File: config.mk
export PLATFORM = sky130hd
export DESIGN_NAME = key_script_escape_decoder
export DESIGN_NICKNAME = d
export VERILOG_FILES = /design/src/kse_pkg.sv /design/src/kse_decode.sv /design/src/kse_fifo.sv /design/src/key_script_escape_decoder.sv
export SDC_FILE = /design/constraint.sdc
export NUM_CORES = 1
export LEC_CHECK = 0
export ABC_AREA = 1
export ABC_CLOCK_PERIOD_IN_PS = 5200
export BUFFER_PORTS_ARGS = -buffer_cell sky130_fd_sc_hd__buf_2
export CORE_MARGIN = 2
export CORE_UTILIZATION = 40
export DETAILED_ROUTE_END_ITERATION = 10
export GPL_TIMING_DRIVEN = 1
export PLACE_DENSITY = 0.53
export SLEW_MARGIN = 20
export SYNTH_ARGS = -nofsm -noshare
export SYNTH_HDL_FRONTEND = slang
export SYNTH_SLANG_ARGS = --single-unit
File: constraint.sdc
create_clock -name clk -period 5.2 [get_ports clk]
set_input_delay 1.04 -clock clk [delete_from_list [all_inputs] [get_ports clk]]
set_output_delay 1.04 -clock clk [all_outputs]
set_load 0.01 [all_outputs]
File: src/kse_pkg.sv
`timescale 1ns / 1ps

package kse_pkg;

  // Key codes produced by the escapes.
  localparam logic [7:0] KEY_CR    = 8'h0D;
  localparam logic [7:0] KEY_LF    = 8'h0A;
  localparam logic [7:0] KEY_ESC   = 8'h1B;
  localparam logic [7:0] KEY_TAB   = 8'h09;
  localparam logic [7:0] KEY_SPACE = 8'h20;

  // Script characters with a special meaning.
  localparam logic [7:0] CH_END       = 8'h00;
  localparam logic [7:0] CH_BACKSLASH = 8'h5C;
  localparam logic [7:0] CH_DOT       = 8'h2E;
  localparam logic [7:0] CH_CARET     = 8'h5E;
  localparam logic [7:0] CH_LOWER_R   = 8'h72;
  localparam logic [7:0] CH_LOWER_N   = 8'h6E;
  localparam logic [7:0] CH_LOWER_E   = 8'h65;
  localparam logic [7:0] CH_LOWER_T   = 8'h74;
  localparam logic [7:0] CH_LOWER_S   = 8'h73;
  localparam logic [7:0] CH_LOWER_X   = 8'h78;

  // Offsets that map a letter onto control codes 1 to 26.
  localparam logic [7:0] UPPER_CTRL_OFFSET = 8'h40;
  localparam logic [7:0] LOWER_CTRL_OFFSET = 8'h60;

  // Result queue geometry.
  localparam int FIFO_DEPTH = 4;
  localparam int FIFO_AW    = $clog2(FIFO_DEPTH);
  localparam int FIFO_CW    = $clog2(FIFO_DEPTH + 1);

  typedef enum logic [3:0] {
    MODE_NORMAL = 4'b0001,
    MODE_ESCAPE = 4'b0010,
    MODE_CARET  = 4'b0100,
    MODE_HEX    = 4'b1000
  } mode_t;

  typedef struct packed {
    mode_t       mode;
    logic [7:0]  hex_accum;
    logic [1:0]  hex_count;
  } dec_state_t;

  typedef struct packed {
    logic       valid;
    logic [7:0] key;
    logic       is_wait;
    logic       last;
  } res_t;

  typedef struct packed {
    logic       valid;
    logic [3:0] value;
  } hex_t;

  typedef struct packed {
    logic       valid;
    logic [7:0] key;
    mode_t      mode;
  } plain_t;

  function automatic hex_t hex_digit(input logic [7:0] c);
    hex_t r;
    r.valid = 1'b1;
    r.value = c[3:0];
    if (c >= 8'h30 && c <= 8'h39) begin
      r.value = c[3:0];
    end else if ((c >= 8'h61 && c <= 8'h66) || (c >= 8'h41 && c <= 8'h46)) begin
      r.value = c[3:0] + 4'd9;
    end else begin
      r.valid = 1'b0;
    end
    return r;
  endfunction

  function automatic logic is_space(input logic [7:0] c);
    return (c == KEY_SPACE) || (c == KEY_TAB) || (c == KEY_CR) || (c == KEY_LF);
  endfunction

  // A byte outside any escape.
  function automatic plain_t plain_byte(input logic [7:0] c, input logic strip);
    plain_t r;
    r.valid = 1'b0;
    r.key   = c;
    r.mode  = MODE_NORMAL;
    if (c == CH_BACKSLASH) begin
      r.mode = MODE_ESCAPE;
    end else if (c != CH_END && !(strip && is_space(c))) begin
      r.valid = 1'b1;
    end
    return r;
  endfunction

endpackage

File: src/kse_decode.sv
`timescale 1ns / 1ps

module kse_decode import kse_pkg::*; (
  input  logic [7:0]  ch,
  input  logic        strip_whitespace,
  input  dec_state_t  cur,
  output dec_state_t  nxt,
  output res_t        res0,
  output res_t        res1
);

  plain_t      plain;
  hex_t        hex;
  res_t        flush;
  res_t        main;
  logic [7:0]  acc_shift;
  logic [1:0]  cnt_inc;

  assign plain     = plain_byte(ch, strip_whitespace);
  assign hex       = hex_digit(ch);
  assign acc_shift = {cur.hex_accum[3:0], hex.value};
  assign cnt_inc   = cur.hex_count + 2'd1;

  always_comb begin
    nxt           = cur;
    flush         = '0;
    main          = '0;
    main.key      = ch;
    unique case (cur.mode)
      MODE_NORMAL: begin
        nxt.mode   = plain.mode;
        main.valid = plain.valid;
      end
      MODE_ESCAPE: begin
        nxt.mode   = MODE_NORMAL;
        main.valid = 1'b1;
        case (ch)
          CH_END:     main.valid = 1'b0;
          CH_LOWER_R: main.key = KEY_CR;
          CH_LOWER_N: main.key = KEY_LF;
          CH_LOWER_E: main.key = KEY_ESC;
          CH_LOWER_T: main.key = KEY_TAB;
          CH_LOWER_S: main.key = KEY_SPACE;
          CH_DOT: begin
            main.key     = '0;
            main.is_wait = 1'b1;
          end
          CH_CARET: begin
            nxt.mode   = MODE_CARET;
            main.valid = 1'b0;
          end
          CH_LOWER_X: begin
            nxt.mode      = MODE_HEX;
            nxt.hex_accum = '0;
            nxt.hex_count = '0;
            main.valid    = 1'b0;
          end
          default: main.key = ch;
        endcase
      end
      MODE_CARET: begin
        if (ch >= 8'h41 && ch <= 8'h5A) begin
          nxt.mode   = MODE_NORMAL;
          main.valid = 1'b1;
          main.key   = ch - UPPER_CTRL_OFFSET;
        end else if (ch >= 8'h61 && ch <= 8'h7A) begin
          nxt.mode   = MODE_NORMAL;
          main.valid = 1'b1;
          main.key   = ch - LOWER_CTRL_OFFSET;
        end else begin
          nxt.mode   = plain.mode;
          main.valid = plain.valid;
        end
      end
      MODE_HEX: begin
        if (hex.valid) begin
          if (cnt_inc >= 2'd2) begin
            // Second digit completes the byte; a zero byte is dropped.
            nxt.mode      = MODE_NORMAL;
            nxt.hex_accum = '0;
            nxt.hex_count = '0;
            main.valid    = (acc_shift != 8'h00);
            main.key      = acc_shift;
          end else begin
            nxt.hex_accum = acc_shift;
            nxt.hex_count = cnt_inc;
          end
        end else begin
          // A non-hex byte flushes what was gathered, then stands on its own.
          flush.valid   = (cur.hex_count != 2'd0) && (cur.hex_accum != 8'h00);
          flush.key     = cur.hex_accum;
          nxt.hex_accum = '0;
          nxt.hex_count = '0;
          nxt.mode      = plain.mode;
          main.valid    = plain.valid;
        end
      end
      default: begin
        nxt = cur;
      end
    endcase
  end

  // Pack the results so that the first slot is always filled first.
  always_comb begin
    if (flush.valid) begin
      res0      = flush;
      res0.last = !main.valid;
      res1      = main;
      res1.last = main.valid;
    end else begin
      res0      = main;
      res0.last = main.valid;
      res1      = '0;
    end
  end

endmodule

File: src/kse_fifo.sv
`timescale 1ns / 1ps

module kse_fifo import kse_pkg::*; (
  input  logic        clk,
  input  logic        rst,
  input  res_t        push0,
  input  res_t        push1,
  input  logic        pop,
  output res_t        head,
  output logic        not_empty,
  output logic        room
);

  res_t                mem [FIFO_DEPTH];
  logic [FIFO_AW-1:0]  wr_ptr;
  logic [FIFO_AW-1:0]  rd_ptr;
  logic [FIFO_CW-1:0]  count;
  logic [FIFO_CW-1:0]  count_next;
  logic [FIFO_AW-1:0]  wr_ptr_next;
  logic                do_pop;

  assign do_pop      = pop && (count != '0);
  assign wr_ptr_next = wr_ptr + FIFO_AW'(push0.valid) + FIFO_AW'(push1.valid);
  assign count_next  = count + FIFO_CW'(push0.valid) + FIFO_CW'(push1.valid)
                       - FIFO_CW'(do_pop);

  always_ff @(posedge clk) begin
    if (push0.valid) begin
      mem[wr_ptr] <= push0;
    end
    if (push1.valid) begin
      mem[wr_ptr + FIFO_AW'(1)] <= push1;
    end
  end

  always_ff @(posedge clk) begin
    if (rst) begin
      wr_ptr <= '0;
      rd_ptr <= '0;
      count  <= '0;
    end else begin
      wr_ptr <= wr_ptr_next;
      count  <= count_next;
      if (do_pop) begin
        rd_ptr <= rd_ptr + FIFO_AW'(1);
      end
    end
  end

  assign head      = mem[rd_ptr];
  assign not_empty = (count != '0);
  // Room for the largest burst one byte can cause.
  assign room      = (count <= FIFO_CW'(FIFO_DEPTH - 2));

endmodule

File: src/key_script_escape_decoder.sv
`timescale 1ns / 1ps

// Channel   Handshake               Payload
// input     in_valid / in_stall     ch[7:0]
// output    out_valid / out_stall   key[7:0], is_wait, last_of_run
// config    cfg_wr_en               cfg_wr_data (strip_whitespace)
//
// One byte is accepted per cycle while in_stall is low. A byte is held in the input register,
// is decoded on its way into a four-entry result queue, and its first result
// is offered at the queue head once it has been written into the queue.
// The queue sets the rate: input stalls while it holds more than two entries,
// so a byte with two results, or output stalls, back up the input briefly.
// Reset (rst, synchronous) empties the queue, returns to normal mode and
// clears strip_whitespace.
module key_script_escape_decoder import kse_pkg::*; (
  input  logic       clk,
  input  logic       rst,
  input  logic       cfg_wr_en,
  input  logic       cfg_wr_data,
  input  logic       in_valid,
  output logic       in_stall,
  input  logic [7:0] ch,
  output logic       out_valid,
  input  logic       out_stall,
  output logic [7:0] key,
  output logic       is_wait,
  output logic       last_of_run
);

  logic        strip_whitespace;
  logic        st_valid;
  logic [7:0]  st_ch;
  dec_state_t  dstate;
  dec_state_t  dstate_next;
  res_t        res0;
  res_t        res1;
  res_t        push0;
  res_t        push1;
  res_t        head;
  logic        room;
  logic        stage_move;
  logic        in_accept;

  // The held byte leaves the input register once the queue can take
  // both of its possible results. Everything here is registered, so no
  // path runs from out_stall to in_stall.
  assign stage_move = st_valid && room;
  assign in_stall   = st_valid && !room;
  assign in_accept  = in_valid && !in_stall;

  always_ff @(posedge clk) begin
    if (rst) begin
      strip_whitespace <= 1'b0;
    end else if (cfg_wr_en) begin
      strip_whitespace <= cfg_wr_data;
    end
  end

  always_ff @(posedge clk) begin
    if (rst) begin
      st_valid <= 1'b0;
    end else if (in_accept) begin
      st_valid <= 1'b1;
    end else if (stage_move) begin
      st_valid <= 1'b0;
    end
  end

  always_ff @(posedge clk) begin
    if (in_accept) begin
      st_ch <= ch;
    end
  end

  // Decoder state advances only when the held byte is consumed.
  always_ff @(posedge clk) begin
    if (rst) begin
      dstate.mode      <= MODE_NORMAL;
      dstate.hex_accum <= '0;
      dstate.hex_count <= '0;
    end else if (stage_move) begin
      dstate <= dstate_next;
    end
  end

  kse_decode u_decode (
    .ch               (st_ch),
    .strip_whitespace (strip_whitespace),
    .cur              (dstate),
    .nxt              (dstate_next),
    .res0             (res0),
    .res1             (res1)
  );

  always_comb begin
    push0       = res0;
    push1       = res1;
    push0.valid = res0.valid && stage_move;
    push1.valid = res1.valid && stage_move;
  end

  kse_fifo u_fifo (
    .clk       (clk),
    .rst       (rst),
    .push0     (push0),
    .push1     (push1),
    .pop       (!out_stall),
    .head      (head),
    .not_empty (out_valid),
    .room      (room)
  );

  assign key         = head.key;
  assign is_wait     = head.is_wait;
  assign last_of_run = head.last;

`ifndef SYNTHESIS
  // A stall is only raised while a byte waits in the input register.
  assert property (@(posedge clk) disable iff (rst) in_stall |-> st_valid)
    else $error("input stalled with empty input register");

  // Outside a hex escape no digits are pending.
  assert property (@(posedge clk) disable iff (rst)
      dstate.mode != MODE_HEX |-> (dstate.hex_count == 2'd0 && dstate.hex_accum == 8'h00))
    else $error("hex digits pending outside hex mode");

  // A hex escape never holds two digits: the second completes the byte.
  assert property (@(posedge clk) disable iff (rst)
      dstate.mode == MODE_HEX |-> dstate.hex_count <= 2'd1)
    else $error("hex escape held more than one digit");

  // A second result only comes with a first, and only the second is last.
  assert property (@(posedge clk) disable iff (rst)
      res1.valid |-> (res0.valid && !res0.last && res1.last))
    else $error("malformed result pair");
`endif

endmodule
==> metrics.yaml <==
outcome: "finished, final reports clean"
period_share_pct: 82.0
critPathCaptureType: "flip-flop"
clk_path_buf_depth: 2
fillCellCount: 1193
synth_area_sq_um: 4900
hold_buffers: 0
std_cell_rows: 40
cts_root_buf: "clkbuf_16"
wl_per_cell_um: 15.4
synth_xor_area_share_pct: 0.715
arrival_ns: 4.48
die_w_um: 115
power_frac_clock_pct: 30.2
grt_max_degree: 38
fin_skew_ns: 0.00576
diodes: 0
fin_area_sq_um: 5430
start_kind: "flip-flop"
numCtsBuffers: 9
synthCells: 666
min-delay-path-class: "reg -> reg"
worst_path_max_delay_cell: "edfxtp_1"
multi_input_area_sq_um: 2520
synth_top_family_by_area: "simple AND/OR/NAND/NOR gates"
h-tree-depth: 3
ant_nets: 0
path_cells: "inv_2 -> ha_1 -> nand2_1 -> nor2_2 -> nand2_1 -> nand2_1 -> nand2_1 -> nand2_2 -> nand3_4 -> inv_2 -> nand2_2 -> inv_4 -> ha_1 -> nand2_1 -> ha_1 -> inv_1 -> fa_1 -> fa_1 -> xor2_1 -> nor2_1"
drc_errors: 0
syn_nets: 699
fin_crit_ns: 4.27
max_slew_margin_pct: 39.9
peakVddDrop_mv: 0.180
numPortBuffers: 25
cts_tree: "done"
avgSynthCellArea_sq_um: 7.35
cts.sinks: 73
cp.buffers_inverters: 4
via_count: 4347
syn2layout_area_growth_pct: 10.9
synthDistinctLibCells: 36
grt_pass1_wl_mm: 21.2
routed_wl_mm: 12.9
register_area_sq_um: 1940
clk_latency_ns: 0.34
intPower_mw: 1.31
nets: 720
ys_seq_elements: 73
p_total_mw: 2.02
finalSetupTns_ns: 0
fmax_mhz: 234
die_y_um: 115
max_stage_delay_ns: 0.46
firstDrtPassIters: 6
initial_core_util_pct: 40.9
p_sw_mw: 0.708
gr-total-overflow: 0
synthAdderAreaFrac_pct: 5.31
antenna_found_initial: 0
yosys.area_share.simple_pct: 36.6
cp_top_family: "adder cells"
track_usage_pct: 21.0
rsz0062_at_grt: "false"
comb_power_share_pct: 32.4
cpMostUsedCell: "nand2_1"
finalHoldViolations: 0
placed_area_sq_um: 5130
cap_violations: 0
leakage_nw: 2.32
place_congestion: 0.888
synth_compound_area_share_pct: 8.74
holdWs_ns: 0.450
pin_count: 26
setup_viol: 0
path_class: "reg -> reg"
die-area_sq_um: 13100
synth-seq-area-share_pct: 39.7
grt_pass1_vias: 4137
synthMuxAreaShare_pct: 0
switching_share_pct: 35.0
initialDrtViolationCount: 304
required_ns: 5.42
p_seq_share_pct: 37.4
core_sq_um: 12000
ys_warn_count: 0
post-dp-hpwl_mm: 9.98
crit_path_max_fanout: 37
cellPowerDensity_nw_per_um2: 372
postCtsSetupBuffers: 0
layout-drive-gt1-share_pct: 12.9
worst_pin_slew_ns: 0.895
ctsResizeCount: 0
path_clk_slew_ns: 0.05
final-max-slew-violation-count: 0
viasPerCell: 5.18
-- power groups by stage --
stage	Clock, mW	Sequential (mW)	Combinational (mW)
final	0.611	0.756	0.655
after global routing	0.648	0.763	0.763
after CTS	0.631	0.757	0.662
after detailed placement	0	0.768	0.659
after global placement	0	0.767	0.653
after floorplan	0	0.751	0.485
-- sequential cells by signal (all words and copies together), names as in the netlist, named ones only --
| register | flops |
|---|---|
| st_valid | 1 |
| u_fifo.rd_ptr | 2 |
| dstate | 14 |
| u_fifo.wr_ptr | 2 |
| u_fifo.mem | 40 |
| strip_whitespace | 1 |
| u_fifo.count | 3 |
| st_ch | 8 |
-- worst reg2reg max path, cell delays in order (launching register included) --
cell      delay (ns)
edfxtp_1        0.46
inv_2           0.19
ha_1            0.25
nand2_1         0.10
nor2_2          0.19
nand2_1         0.08
nand2_1         0.07
nand2_1         0.06
nand2_2         0.14
nand3_4         0.16
inv_2           0.10
nand2_2         0.21
inv_4           0.36
ha_1            0.21
nand2_1         0.19
ha_1            0.36
inv_1           0.05
fa_1            0.38
fa_1            0.38
xor2_1          0.16
nor2_1          0.05
-- cell usage after synthesis, drive strengths merged --
master    n  share of area, %
inv      82               6.3
fa        3               1.2
nor3     13               2.0
edfxtp   48                29
a31oi     2              0.26
nand2   180                15
xnor2     1              0.18
a211oi    1              0.15
dfxtp    25                10
nor2     81               7.0
nand4    17               2.7
xor2      3              0.54
o22ai    10               1.3
a22oi     3              0.46
ha       16               4.1
buf      14               2.0
o211ai    1              0.15
nand3    95                10
o21ai    44               4.5
a21oi    19               1.9
clkbuf    8              0.61
-- routing by layer --
layer	vias up	global-route usage (%)	wire length, um
li1	2243	-	-
met1	1994	27.4	5960
met2	96	35.1	6240
met3	14	4.02	506
met4	0	6.83	207
met5	-	0	0
-- cell usage in the layout (no fill, tap or decap), types with 3 or more instances in the layout --
cell type,n
nand3_2,3
edfxtp_1,48
nand4_1,13
nor2_4,3
a22oi_1,3
nand2_1,168
nor2_2,6
inv_2,9
clkbuf_16,10
o22ai_1,10
buf_4,7
o21ai_0,40
buf_2,25
fa_1,3
o21ai_1,4
nor3_1,9
nor2_1,72
ha_1,16
nand3_1,91
xor2_1,3
nand4_2,4
inv_1,72
a21oi_1,19
nand2_2,9
nand2_4,3
dfxtp_1,25
-- final cells by class --
cell class | count | share of cell area (%)
tap | 147 | 3.39
inverter | 82 | 5.71
multi-input combinational | 489 | 46.4
timing repair buffer | 32 | 3.27
sequential | 73 | 35.8
clock inverter | 1 | 0.115
clock buffer | 15 | 5.39
-- cells by family (layout without fill, tap and decap cells) --
group	after synthesis	after routing
and+or+nand+nor	386	386
DFF	73	73
xor gates and xnor gates	4	4
adders and majority gates	19	19
AOI/OAI and AO/OA	80	80
buffers and inverters	104	130
-- stage by stage --
| step | cells | util (%) | worst slack (ns) |
|---|---|---|---|
| after global routing | 839 | 45.4 | 0.502 |
| final | 839 | 45.4 | 0.933 |
| after global placement | 823 | 42.9 | 1.08 |
| after CTS | 839 | 45.4 | 0.907 |
| after detailed placement | 823 | 42.9 | 0.940 |
| after floorplan | 666 | - | 1.60 |
-- final timing paths --
check / slack, ns / cells past startpoint / from / to
worst max-delay path: 0.93 / 20 / st_ch[7]$_DFFE_PP_ / u_fifo.count[2]$_SDFF_PP0_
worst min-delay path: 0.45 / 2 / dstate[1]$_SDFFE_PP0P_ / dstate[1]$_SDFFE_PP0P_
worst max register to register: 0.93 / 20 / st_ch[7]$_DFFE_PP_ / u_fifo.count[2]$_SDFF_PP0_
worst min register to register: 0.45 / 2 / dstate[1]$_SDFFE_PP0P_ / dstate[1]$_SDFFE_PP0P_
(Power assumes the default switching activity.)
